`config.mk`:
```
export PLATFORM = sky130hd
export DESIGN_NAME = pps_ram
export DESIGN_NICKNAME = d
export VERILOG_FILES = /design/src/rtl/core/pps_ram.sv
export SDC_FILE = /design/constraint.sdc
export NUM_CORES = 1
export LEC_CHECK = 0
export ABC_AREA = 1
export BUFFER_PORTS_ARGS = -buffer_cell sky130_fd_sc_hd__buf_4
export CAP_MARGIN = 20
export CELL_PAD_IN_SITES_DETAIL_PLACEMENT = 1
export CELL_PAD_IN_SITES_GLOBAL_PLACEMENT = 2
export CORE_MARGIN = 3
export CORE_UTILIZATION = 45
export DETAILED_ROUTE_END_ITERATION = 7
export HOLD_SLACK_MARGIN = 0.08
export PLACE_DENSITY = 0.82
export SYNTH_ARGS = -nofsm -noshare
export SYNTH_HDL_FRONTEND = slang
export SYNTH_SLANG_ARGS = --single-unit
```
`constraint.sdc`:
```
create_clock -name clock -period 2.85 [get_ports clock]
set_input_delay 0.285 -clock clock [delete_from_list [all_inputs] [get_ports clock]]
set_output_delay 0.285 -clock clock [all_outputs]
set_load 0.02 [all_outputs]
```
`src/rtl/core/pps_ram.sv`:
```
// ----------------------------------------------------------------------------
// pps_ram
// Generic single write port, single read port RAM with registered read data.
// ----------------------------------------------------------------------------
module pps_ram #(
   parameter int WIDTH = 8,
   parameter int DEPTH = 32
) (
   input  logic                     clock,
   input  logic                     wr_en,
   input  logic [$clog2(DEPTH)-1:0] wr_addr,
   input  logic [WIDTH-1:0]         wr_data,
   input  logic                     rd_en,
   input  logic [$clog2(DEPTH)-1:0] rd_addr,
   output logic [WIDTH-1:0]         rd_data
);

   logic [WIDTH-1:0] mem_ff [DEPTH];
   logic [WIDTH-1:0] rd_data_ff;

   always_ff @(posedge clock) begin
      if (wr_en) begin
         mem_ff[wr_addr] <= wr_data;
      end
      if (rd_en) begin
         rd_data_ff <= mem_ff[rd_addr];
      end
   end

   assign rd_data = rd_data_ff;

endmodule

```
==> results.txt, run 1 <==
----------------------------------------------------
[Routing]
  Average routed wire per standard cell ... 20.8 microns
  Via-per-instance ratio ... 5.36
  Number of search-and-repair iterations in the first detailed-routing pass ... 5
  Total DRC errors in the routed layout ... 0
  Vias ... 6968
  DRC marker count from the first detailed-route iteration ... 480
  Final antenna-violating net count ... 0
  Drt total wl ... 27100 microns

[Logic synthesis]
  Flops & latches, synth ... ~260
  Synthesized net count ... 943
  Number of different library cells in the post-synthesis netlist ... 11
  Sequential cell area fraction in the yosys report ... 0.730
  Post-synthesis average cell area ... 11.8 sq um
  Synth warnings ... 0
  Synthesized instance count ... 922
  Mapped cell area ... 0.0109 sq mm

[Clocking]
  Clock transition at the register clock pins on the worst setup and hold paths after CTS ... 0.06 ns
  Post-CTS setup-driven buffer insertion count ... 0
  Latest clock arrival within the worst-skew pair ... 0.54 ns
  Clock tree from TritonCTS ... done
  H-tree levels ... 1
  Library cell used as clock root buffer ... sky130_fd_sc_hd__clkbuf_16
  Clock buffers created by TritonCTS ... 27
  Clk sinks ... 264
  Number of instances resized during post-cts repair ... 0
  Clock Tree Buf Depth ... 3

[Critical path]
  Critical path required time ... between 3 and 4 ns
  Critical Path Sink Type ... register
  Terminus of the critical flop-to-flop path ... rd_data[3]
  R2R Path Start ... mem_ff[1][3]
  Arrival time of data at the critical path endpoint ... 1.77 ns
  Buffering stage count on the worst path with inverters included ... 2
  Worst reg2reg setup slack ... roughly 1.5 ns
  Delay contributed by the slowest stage of the critical path ... 0.43 ns
  Worst-path fanout max ... 39
  CP max-delay cell ... sky130_fd_sc_hd__buf_4
  Launching element type of the critical path ... primary input
  CP Class ... in2reg
  Largest delay share family, worst path ... buffers and inverters
  Dominant cell type by count on the critical path ... sky130_fd_sc_hd__nand2_1
  R2R depth ... 8
  Cell chain of the critical path ... buf_4 > buf_4 > nand3_1 > nand3_1 > nand2_1 > nand2_1 > nand2_1 > nand2_1 > nand2_1

[Worst hold path]
  Count of cells along the worst hold path ... 3
  Destination of the worst hold path ... rd_data[7]
  Worst min-delay path class ... in2reg
  Worst hold path startpoint ... rd_addr[4]

[Layout]
  ANT cells ... 0
  Share of cells above drive strength 1 ... 0.101
  Layout filler cell count ... 2460
  Synthesis-to-layout area growth ... 12.2%
  Post-layout nets ... 981

[Die]
  Area enclosed by the die boundary ... 0.0260 sq mm
  Width of the die ... 161 microns
  Floorplan core area ... 0.0236 sq mm
  DIE HEIGHT ... 161 microns
  Site Rows ... 56
  Starting density of the core ... 0.460
  Number of ports placed on the die boundary ... 29

[Global route]
  Number of antenna violations at the first check in global routing ... 0
  Residual overflow from global routing ... 0
  First-pass GRT wire length ... 42200 microns
  Overall routing resource usage ... 0.212
  Via count of the first global-routing pass ... 7134
  Maximum number of pins on one net before global-route repair ... 88

[Timing]
  Fmax achieved ... between 0.6 and 0.7 GHz
  Endpoints failing setup ... 0
  Worst-margin pin slew ... just under 0.8 ns
  Number of pins with negative max-slew slack in the final report ... 0
  Final cycle utilization of the critical path ... 0.523
  Fin crit period ... 1.49 ns
  Final hold viol count ... 0
  Worst-case clock skew ... 0.0165 ns
  RSZ-0062 raised after global routing ... no
  Total negative slack ... 0 ns
  Max_slew headroom ... 0.468

[Place]
  Number of buffer cells added on primary ports ... 28
  Routability congestion estimate from global placement ... around 0.76
  Detailed-placement wirelength estimate ... 16100 microns

[Run status]
  Run status ... complete, no violations

[Power and ir drop]
  Peak ir drop on the vdd network ... 0.000552 V
  Final Power ... 8200 uW
  Leakage ... between 0.004 and 0.005 uW
  Power density normalized to cell area ... 673 mW/mm^2

[Run]
  Max cap viols ... 0

----------------------------------------------------
synthesized netlist by cell type, drive strengths merged:
| master | n | area, sq um |
|---|---|---|
| nand2 | 360 | 1350 |
| edfxtp | 264 | 7930 |
| nand3 | 204 | 1020 |
| buf | 45 | 383 |
| nor2 | 32 | 120 |
| inv | 10 | 37.5 |
| clkbuf | 7 | 26.3 |
per-stage QoR:
stage	instances	hold slack, ns	cell area [sq um]	setup WS (ns)	util
after floorplan	922	0.384	10900	1.53	-
after CTS	1299	0.122	12200	1.36	0.516
after detailed placement	1249	0.633	11400	0.826	0.481
final	1299	0.136	12200	1.36	0.516
after global placement	1249	0.631	11400	0.865	0.481
after global routing	1299	0.132	12200	1.28	0.516
placed cells by master, fill, tap and decap left out:
cell	netlist	layout
sky130_fd_sc_hd__inv_6	0	1
sky130_fd_sc_hd__clkinv_1	0	7
sky130_fd_sc_hd__clkbuf_1	7	5
sky130_fd_sc_hd__edfxtp_1	264	264
sky130_fd_sc_hd__nand2_1	360	360
sky130_fd_sc_hd__clkbuf_16	0	27
sky130_fd_sc_hd__nand3_1	204	204
sky130_fd_sc_hd__nor2_1	32	32
sky130_fd_sc_hd__bufinv_16	0	2
sky130_fd_sc_hd__inv_1	8	8
sky130_fd_sc_hd__clkinv_2	0	7
sky130_fd_sc_hd__inv_4	0	1
sky130_fd_sc_hd__dlygate4sd3_1	0	1
sky130_fd_sc_hd__buf_4	4	56
sky130_fd_sc_hd__buf_12	0	4
sky130_fd_sc_hd__inv_2	2	1
flip-flops by register name, indices dropped and copies added, names as in the netlist:
| name | count |
|---|---|
| mem_ff | 256 |
| rd_data | 8 |
tightest hold or removal path: cells and delay by family:
family                 cells  cell delay, ns
AND/OR/NAND/NOR            2            0.12
buffers and inverters      1            0.16
power by group:
part           internal (uW)  leakage [uW]  switching, uW
logic                    147       0.00172            386
clock network           1910      0.000410           1410
registers               4330       0.00239           19.7
what timing repair did:
item                                    4_1_cts  5_1_grt
endpoints found under the setup margin        0        0
endpoints found under the hold margin         8        0
hold buffers                                  1        0
cells by family (layout without fill, tap and decap cells):
kind of cell	after synthesis	after routing	synth area share
flops	264	264	0.730
simple gates	596	596	0.229
buf+inv	62	120	0.0411
per-layer routing:
metal  track usage  vias up  routed length [microns]
li1              -     3287                        -
met3        0.0233       36                     1090
met5             0        -                        0
met4        0.0407        0                      392
met1         0.311     3501                    12500
met2         0.348      144                    13100
final cells by class:
class                   count  area (sq um)  share of cell area
flip-flops and latches    264          7930               0.650
multi-input cells         596          2490               0.204
clock buffers              32           694              0.0569
repair buffers             61           510              0.0419
well taps                 319           399              0.0327
clock inverters            17           130              0.0107
inverters                  10          40.0             0.00328
worst max-delay path by stage:
stage | startpoint | endpoint | slack [ns] | cells after the start
final | rd_addr[1] | rd_data[2] | 1.36 | 9
after CTS | rd_data[7] | rd_data[7] | 1.36 | 1
after detailed placement | rd_addr[1] | rd_data[2] | 0.83 | 9
after global routing | rd_addr[1] | rd_data[3] | 1.28 | 9
after floorplan | wr_addr[0] | mem_ff[0][0] | 1.53 | 3
after global placement | rd_addr[1] | rd_data[2] | 0.87 | 9
Power figures use the tool's default switching activity.
==> run 2: changes to the inputs <==
--- a/config.mk
+++ b/config.mk
@@ -11,10 +11,10 @@
 export CELL_PAD_IN_SITES_DETAIL_PLACEMENT = 1
 export CELL_PAD_IN_SITES_GLOBAL_PLACEMENT = 2
 export CORE_MARGIN = 3
-export CORE_UTILIZATION = 45
+export CORE_UTILIZATION = 43
 export DETAILED_ROUTE_END_ITERATION = 7
 export HOLD_SLACK_MARGIN = 0.08
-export PLACE_DENSITY = 0.82
+export PLACE_DENSITY = 0.79
 export SYNTH_ARGS = -nofsm -noshare
 export SYNTH_HDL_FRONTEND = slang
 export SYNTH_SLANG_ARGS = --single-unit
==> constraint.sdc (replaced) <==
create_clock -name clock -period 1.39 [get_ports clock]
set_input_delay 0.139 -clock clock [delete_from_list [all_inputs] [get_ports clock]]
set_output_delay 0.139 -clock clock [all_outputs]
set_load 0.02 [all_outputs]
==> run 2 against run 1 <==
Register-to-register slack got worse by 1.4 ns. Routed wire length increased by 4.5%. Combinational power increased by 130%. Highest routed layer unchanged. Largest power group unchanged. Critical endpoint is now rd_data[1]. Critical path type is now reg2out.
==> results.txt, run 2 (synthesis gave the netlist of run 1 again) <==
----------------------------------------------------
[Run status]
  Run status ... complete, no violations

[Global route]
  Met3 routing resource usage after global routing ... 0.0236 (+0.000237)
  Number of antenna violations at the first check in global routing ... 0 (unchanged)
  Met1 demand-to-capacity share in global routing ... 0.308 (-0.00269)
  Residual overflow from global routing ... 0 (unchanged)
  Maximum number of pins on one net before global-route repair ... 53 (-40%)
  Via count of the first global-routing pass ... 7478 (+4.8%)
  Overall routing resource usage ... 0.214 (+0.00286)
  Grt met2 use ... 0.360 (+0.0120)
  First-pass GRT wire length ... 44000 microns (+4.2%)
  Layer carrying the most global-route usage ... met2

[Power and ir drop]
  Part of the power in registers ... 0.530 (about the same)
  Share of total power in the clock network ... 0.398 (-0.007)
  Power density normalized to cell area ... 1340 mW/mm^2 (+99%)
  Combinational Power Share ... 0.072 (+0.007)
  Peak ir drop on the vdd network ... 0.000883 V (+60%)
  Internal power consumption ... 13100 uW (+100%)
  Switching power of the nets ... 3770 uW (+110%)
  Leakage ... 0.00472 uW (+4.4%)
  Switching share of total power ... 0.224 (+0.00277)

[Die]
  Site Rows ... 57 (+1.8%)
  Starting density of the core ... 0.442 (-0.0186)
  Floorplan core area ... 0.0246 sq mm (+4.2%)
  Number of ports placed on the die boundary ... 29 (unchanged)
  DIE HEIGHT ... 165 microns (+2.2%)
  Area enclosed by the die boundary ... 0.0272 sq mm (+4.5%)
  Width of the die ... 165 microns (+2.2%)

[Place]
  Count of placed standard cells including taps ... 1283 (+2.7%)
  Detailed-placement wirelength estimate ... 17500 microns (+8.5%)
  Routability congestion estimate from global placement ... 0.778 (+2.3%)
  Number of buffer cells added on primary ports ... 28 (unchanged)

[Critical path]
  Launching element type of the critical path ... register
  R2R Path Start ... mem_ff[28][5]
  Critical Path Sink Type ... primary output
  Buffering stage count on the worst path with inverters included ... 1 (-1)
  Largest delay share family, worst path ... flip-flops
  Cell chain of the critical path ... buf_4
  Worst-path fanout max ... 1 (-97%)
  Arrival time of data at the critical path endpoint ... 1.17 ns (-0.60 ns)
  Critical path required time ... 1.25 ns (-1.88 ns)
  CP Class ... reg2out
  Delay contributed by the slowest stage of the critical path ... 0.45 ns (+0.02 ns)
  Worst setup startpoint ... rd_data[1]
  CP max-delay cell ... sky130_fd_sc_hd__edfxtp_1

[Layout]
  Synthesis-to-layout area growth ... 15.9%
  Commonest cells after routing, fill and taps aside ... sky130_fd_sc_hd__nand2_1, sky130_fd_sc_hd__edfxtp_1, sky130_fd_sc_hd__nand3_1
  Post-layout nets ... 1021 (+4.1%)
  Layout filler cell count ... 2584 (+5.0%)
  Commonest non-fill, non-tap cell in the layout ... sky130_fd_sc_hd__nand2_1
  Final Instance Count excl. Fillers ... 1345 (+3.5%)
  Share of cells above drive strength 1 ... 0.128 (+0.0273)
  Largest Register ... mem_ff
  Flip-flop count of the largest register, all copies and words added ... 256 (unchanged)
  ANT cells ... 0 (unchanged)

[Clocking]
  Clk sinks ... 264 (unchanged)
  Clock tree from TritonCTS ... done
  Latest clock arrival within the worst-skew pair ... 0.53 ns (about the same)
  Library cell used as clock root buffer ... sky130_fd_sc_hd__clkbuf_16
  Clock buffers created by TritonCTS ... 29 (+7.4%)
  Clock transition at the register clock pins on the worst setup and hold paths after CTS ... 0.06 ns (about the same)
  H-tree levels ... 1 (unchanged)
  Clock Tree Buf Depth ... 3 (unchanged)

[Routing]
  DRC marker count from the first detailed-route iteration ... 569 (+19%)
  Final antenna-violating net count ... 0 (unchanged)
  Via-per-instance ratio ... 5.34 (-0.50%)
  Vias ... 7179 (+3.0%)
  Average routed wire per standard cell ... 21.0 microns (+0.94%)
  Number of search-and-repair iterations in the first detailed-routing pass ... 5 (unchanged)
  Total DRC errors in the routed layout ... 0 (unchanged)
  Drt total wl ... 28300 microns (+4.5%)

[Timing]
  Worst-margin pin slew ... 0.463 ns (-0.332 ns)
  Final cycle utilization of the critical path ... 0.941
  Worst-case clock skew ... 0.0109 ns (-0.00553 ns)
  Endpoints failing setup ... 0 (unchanged)
  Fin crit period ... 1.31 ns
  Fmax achieved ... approximately 0.76 GHz
  Number of pins with negative max-slew slack in the final report ... 0 (unchanged)
  Max_slew headroom ... 0.691 (+0.223)
  Worst-case hold slack ... 0.252 ns (+0.116 ns)
  RSZ-0062 raised after global routing ... no
  Final hold viol count ... 0 (unchanged)

[Worst hold path]
  Worst min-delay path class ... in2reg
  Worst hold path startpoint ... rd_addr[3]

[Run]
  Max cap viols ... 0 (unchanged)

----------------------------------------------------
run 2: changes by cell type in the layout (fill, tap and decap cells not counted), sizes merged:
cell | previous run | this run
inv | 11 | 10
bufinv | 2 | 0
dlygate4sd3 | 1 | 10
clkbuf | 32 | 36
clkinvlp | 0 | 2
buf | 60 | 89
run 2: path summary, 6_finish.rpt:
kind           endpoint  depth (start not counted)  slack, ns
min reg2reg  rd_data[6]                          8       0.85
min          rd_data[3]                          6       0.25
max          rd_data[1]                          1       0.08
max reg2reg  rd_data[5]                          8       0.10
run 2: power groups by stage:
stage	combinational (uW)	sequential, uW	clock (uW)
finish	1210	8920	6700
global route	1350	8930	7150
CTS	1220	8920	6860
detailed placement	1190	9090	0
global placement	1170	9080	0
floorplan	638	9100	0
run 2: final cells by class:
class | instances | area (sq um) | area share
clock buffers | 36 | 752 | 0.0597
repair buffers | 99 | 881 | 0.0699
inverters | 10 | 40.0 | 0.00318
clock inverters | 16 | 71.3 | 0.00566
well taps | 324 | 405 | 0.0322
flip-flops and latches | 264 | 7930 | 0.629
multi-input cells | 596 | 2520 | 0.200
run 2: repair_timing:
item | CTS | global route
hold endpoints to repair | 265 | 0
setup buffers | 0 | 0
resized for setup | 0 | 6
setup endpoints to repair | 0 | 3
hold buffers | 10 | 0
run 2: metrics by stage:
step                utilization  worst slack [ns]  power, uW  TNS (ns)  instance area (sq um)
finish                    0.512            0.0827      16800         0                  12600
global route              0.512           0.00959      17400         0                  12600
CTS                       0.511            0.0515      17000         0                  12600
detailed placement        0.473            -0.200      10300     -1.35                  11600
global placement          0.473            -0.193      10300     -1.19                  11600
floorplan                     -             0.217       9740         0                  10900
run 2: layer usage:
| metal | up-vias | routed length [microns] |
|---|---|---|
| met2 | 139 | 13600 |
| met5 | - | 0 |
| li1 | 3364 | - |
| met1 | 3639 | 13200 |
| met4 | 0 | 418 |
| met3 | 37 | 1040 |
==> run 3: changes to the inputs <==
==> config.mk (replaced) <==
export PLATFORM = sky130hd
export DESIGN_NAME = pps_ram
export DESIGN_NICKNAME = d
export VERILOG_FILES = /design/src/rtl/core/pps_ram.sv
export SDC_FILE = /design/constraint.sdc
export NUM_CORES = 1
export LEC_CHECK = 0
export BUFFER_PORTS_ARGS = -buffer_cell sky130_fd_sc_hd__buf_4
export CAP_MARGIN = 5
export CELL_PAD_IN_SITES_DETAIL_PLACEMENT = 1
export CELL_PAD_IN_SITES_GLOBAL_PLACEMENT = 2
export CORE_MARGIN = 3
export CORE_UTILIZATION = 45
export DETAILED_ROUTE_END_ITERATION = 7
export HOLD_SLACK_MARGIN = 0.08
export PLACE_DENSITY = 0.72
export SYNTH_ARGS = -nofsm -noshare
export SYNTH_HDL_FRONTEND = slang
export SYNTH_SLANG_ARGS = --single-unit
==> run 3 against run 2 <==
The flow now finishes with violations (setup timing). Die area decreased by 11%. Area after synthesis decreased by 6.7%. Combinational power decreased by 13%. Clock skew decreased by 0.0051 ns. Routed wire length decreased by 22%. Synthesized cell count decreased by 55%. Via count decreased by 35%. Worst hold slack got worse by 0.049 ns. Critical endpoint is now rd_data[7]. Largest cell class unchanged.
==> results.txt, run 3 <==
----------------------------------------------------
[Run status]
  Run status ... finished, violations left
  Violated checks ... setup timing

[Critical path]
  Arrival time of data at the critical path endpoint ... 2.26 ns (+1.09 ns)
  Crit path capture ... rd_data[7]
  R2R Path Start ... mem_ff[13][7]
  Worst-path fanout max ... 1 (unchanged)
  Launching element type of the critical path ... register
  CP Class ... reg2reg
  Critical path required time ... 1.67 ns (+0.42 ns)
  Worst setup startpoint ... mem_ff[13][7]
  Critical Path Sink Type ... register
  Worst reg2reg setup slack ... -0.58 ns (-0.68 ns)
  R2R depth ... 3 (-5)
  Terminus of the critical flop-to-flop path ... rd_data[7]

[Power and ir drop]
  Combinational Power Share ... 0.058 (-0.014)
  Leakage ... 0.00404 uW (-14%)
  Share of total power in the clock network ... 0.453 (+0.055)
  Switching power of the nets ... 3460 uW (-8.3%)
  Part of the power in registers ... 0.489 (-0.041)
  Peak ir drop on the vdd network ... 0.000821 V (-7.0%)
  Power density normalized to cell area ... 1460 mW/mm^2 (+9.3%)
  Internal power consumption ... 14800 uW (+13%)
  Switching share of total power ... 0.190 (-0.0345)

[Clocking]
  Library cell used as clock root buffer ... sky130_fd_sc_hd__clkbuf_16
  H-tree levels ... 1 (unchanged)
  Clock Tree Buf Depth ... 3 (unchanged)
  Clock buffers created by TritonCTS ... 26 (-10%)
  Latest clock arrival within the worst-skew pair ... 0.53 ns (about the same)
  Clock tree from TritonCTS ... done
  Clock transition at the register clock pins on the worst setup and hold paths after CTS ... 0.06 ns (about the same)
  Clk sinks ... 264 (unchanged)
  Post-CTS setup-driven buffer insertion count ... 0 (unchanged)

[Global route]
  Residual overflow from global routing ... 0 (unchanged)
  Overall routing resource usage ... 0.188 (-0.0266)
  Via count of the first global-routing pass ... 5038 (-33%)
  Maximum number of pins on one net before global-route repair ... 38 (-28%)
  Number of antenna violations at the first check in global routing ... 0 (unchanged)
  First-pass GRT wire length ... 33300 microns (-24%)

[Logic synthesis]
  Number of synthesized flops with an enable pin ... 264 (unchanged)
  Area share of the largest cell type after synthesis ... 0.782 (+0.0528)
  Synthesized net count ... 438 (-54%)
  Mapped cell area ... 0.0101 sq mm (-6.7%)
  Dominant synthesized flop cell ... sky130_fd_sc_hd__edfxtp_1
  Synth warnings ... 0 (unchanged)
  Most repeated cell in the gate-level netlist after synthesis ... sky130_fd_sc_hd__edfxtp_1
  Cell type with the largest total area after synthesis ... sky130_fd_sc_hd__edfxtp_1
  Post-synthesis async set-or-reset flop share ... 0 (unchanged)
  Sequential cell area fraction in the yosys report ... 0.782 (+0.0528)
  Synthesized instance count ... 417 (-55%)
  Cell types occupying the most area after synthesis ... sky130_fd_sc_hd__edfxtp_1, sky130_fd_sc_hd__mux4_2, sky130_fd_sc_hd__nor2_1, sky130_fd_sc_hd__mux2_2, sky130_fd_sc_hd__buf_4
  Number of different library cells in the post-synthesis netlist ... 14 (+3)
  Post-synthesis average cell area ... 24.3 sq um (+110%)
  Cell types with the highest counts after synthesis ... sky130_fd_sc_hd__edfxtp_1, sky130_fd_sc_hd__mux4_2, sky130_fd_sc_hd__nor2_1, sky130_fd_sc_hd__mux2_2
  Flops & latches, synth ... 264 (unchanged)

[Layout]
  Total non-filler cell area in the finished layout ... 0.0125 sq mm (-0.81%)
  Commonest cells after routing, fill and taps aside ... sky130_fd_sc_hd__edfxtp_1, sky130_fd_sc_hd__mux4_2, sky130_fd_sc_hd__buf_4
  Largest Register ... mem_ff
  Area occupied by registers ... 0.00793 sq mm (unchanged)
  Total area of multi-input combinational cells ... 0.00220 sq mm (-12%)
  Share of the core filled with cells ... 0.569 (+0.0570)
  Synthesis-to-layout area growth ... 23.3%
  Post-layout nets ... 538 (-47%)
  Flip-flop count of the largest register, all copies and words added ... 256 (unchanged)
  Layout filler cell count ... 1806 (-30%)
  Share of cells above drive strength 1 ... 0.419 (+0.291)
  ANT cells ... 0 (unchanged)
  Commonest non-fill, non-tap cell in the layout ... sky130_fd_sc_hd__edfxtp_1

[Die]
  DIE HEIGHT ... 156 microns (-5.4%)
  Area enclosed by the die boundary ... 0.0244 sq mm (-11%)
  Starting density of the core ... 0.461 (+0.0198)
  Floorplan core area ... 0.0220 sq mm (-11%)
  Site Rows ... 54 (-5.3%)
  Number of ports placed on the die boundary ... 29 (unchanged)
  Width of the die ... 156 microns (-5.4%)

[Timing]
  Number of pins with negative max-slew slack in the final report ... 0 (unchanged)
  RSZ-0062 raised after global routing ... yes
  Fin crit period ... 1.97 ns (+0.666 ns)
  Worst-case clock skew ... 0.00587 ns (-0.00506 ns)
  Max_slew headroom ... 0.743 (+0.0517)
  Final setup slack of the worst path ... -0.584 ns (-0.666 ns)
  Final hold viol count ... 0 (unchanged)
  Endpoints failing setup ... 8 (+8)
  Worst-margin pin slew ... 0.386 ns (-0.0775 ns)
  Fmax achieved ... 0.507 GHz (-34%)
  Final cycle utilization of the critical path ... 1.42 (+0.479)

[Routing]
  Final antenna-violating net count ... 0 (unchanged)
  DRC marker count from the first detailed-route iteration ... 444 (-22%)
  Number of search-and-repair iterations in the first detailed-routing pass ... 5 (unchanged)
  Vias ... 4663 (-35%)
  Total DRC errors in the routed layout ... 0 (unchanged)
  Average routed wire per standard cell ... 27.1 microns (+29%)
  Via-per-instance ratio ... 5.71 (+6.9%)
  Drt total wl ... 22200 microns (-22%)

[Worst hold path]
  Worst min-delay path class ... in2reg

[Place]
  Cell area after placement ... 0.0113 sq mm (-2.6%)
  Number of buffer cells added on primary ports ... 28 (unchanged)
  Detailed-placement wirelength estimate ... 14400 microns (-18%)
  Routability congestion estimate from global placement ... 0.751 (-3.5%)

[Run]
  Max cap viols ... 0 (unchanged)

----------------------------------------------------
==> run 3: changes by cell type in the layout (fill, tap and decap cells not counted), moves of 4 or more <==
cell / previous run / this run
sky130_fd_sc_hd__buf_12: 9 / 22
sky130_fd_sc_hd__buf_4: 80 / 60
sky130_fd_sc_hd__bufinv_16: 0 / 10
sky130_fd_sc_hd__clkinv_1: 11 / 6
sky130_fd_sc_hd__inv_1: 8 / 0
sky130_fd_sc_hd__mux2_4: 0 / 8
sky130_fd_sc_hd__mux4_2: 0 / 80
sky130_fd_sc_hd__nand2_1: 358 / 1
sky130_fd_sc_hd__nand3_1: 200 / 2
sky130_fd_sc_hd__nand3_2: 4 / 0
sky130_fd_sc_hd__nand3b_1: 0 / 5
sky130_fd_sc_hd__nor2_1: 32 / 19
sky130_fd_sc_hd__nor2_2: 0 / 6
sky130_fd_sc_hd__nor2_4: 0 / 8
==> run 3: how the worst min path moves through the flow <==
stage | startpoint | end | slack [ns] | cells after the start
2_1_floorplan | wr_data[0] | mem_ff[0][0] | 0.24 | 0
3_3_place_gp | rd_en | rd_data[1] | 0.46 | 1
3_5_place_dp | rd_en | rd_data[1] | 0.46 | 1
4_1_cts | wr_addr[2] | mem_ff[16][2] | 0.19 | 3
5_1_grt | wr_addr[2] | mem_ff[16][6] | 0.24 | 3
6_report | wr_addr[2] | mem_ff[16][6] | 0.20 | 3
==> run 3: layout make-up <==
| class | count | share of cell area |
|---|---|---|
| clock buffer | 31 | 0.0553 |
| multi-input combinational | 133 | 0.176 |
| sequential | 264 | 0.635 |
| timing repair buffer | 92 | 0.0793 |
| tap | 280 | 0.0280 |
| clock inverter | 17 | 0.0262 |
==> run 3: what timing repair did <==
action | in CTS | in global routing
resized for setup | 8 | 0
setup endpoints to repair | 8 | 8
hold buffers | 10 | 0
endpoints found under the hold margin | 270 | 0
==> run 3: cells by family (layout without fill, tap and decap cells) <==
group         after synthesis  after routing  share of synthesized area
flops                     264            264                      0.782
buf+inv                    20            140                     0.0105
mux                        88             88                      0.187
simple gates               45             45                     0.0205
==> run 3: power by group through the flow <==
stage	Clock, uW	Combinational (uW)	Sequential [uW]
6_report	8260	1050	8920
5_1_grt	8720	1120	8920
4_1_cts	8420	1080	8920
3_5_place_dp	0	1030	9090
3_3_place_gp	0	991	9080
2_1_floorplan	0	525	9100
==> run 3: critical path, stage by stage (launching register included) <==
cell and delay, ns:
sky130_fd_sc_hd__edfxtp_1 0.36, sky130_fd_sc_hd__mux4_2 0.52, sky130_fd_sc_hd__mux4_2 0.56, sky130_fd_sc_hd__mux2_4 0.28
==> run 3: per-stage QoR <==
step           total power [uW]  setup slack, ns  std cells  hold slack (ns)  TNS, ns
6_report                  18200           -0.584        817            0.203    -4.42
5_1_grt                   18800           -0.592        817            0.237    -4.55
4_1_cts                   18400           -0.591        817            0.192    -4.51
3_5_place_dp              10100           -0.899        759            0.460   -23.33
3_3_place_gp              10100           -0.880        759            0.458   -20.29
2_1_floorplan              9630           -0.485        417            0.238    -3.88
==> run 3: per-layer routing <==
metal,GRT usage,up-vias,routed length (microns)
met5,0,-,0
met4,0.0454,0,413
met3,0.0255,32,1230
met2,0.297,150,10700
met1,0.283,2491,9860
li1,-,1990,-
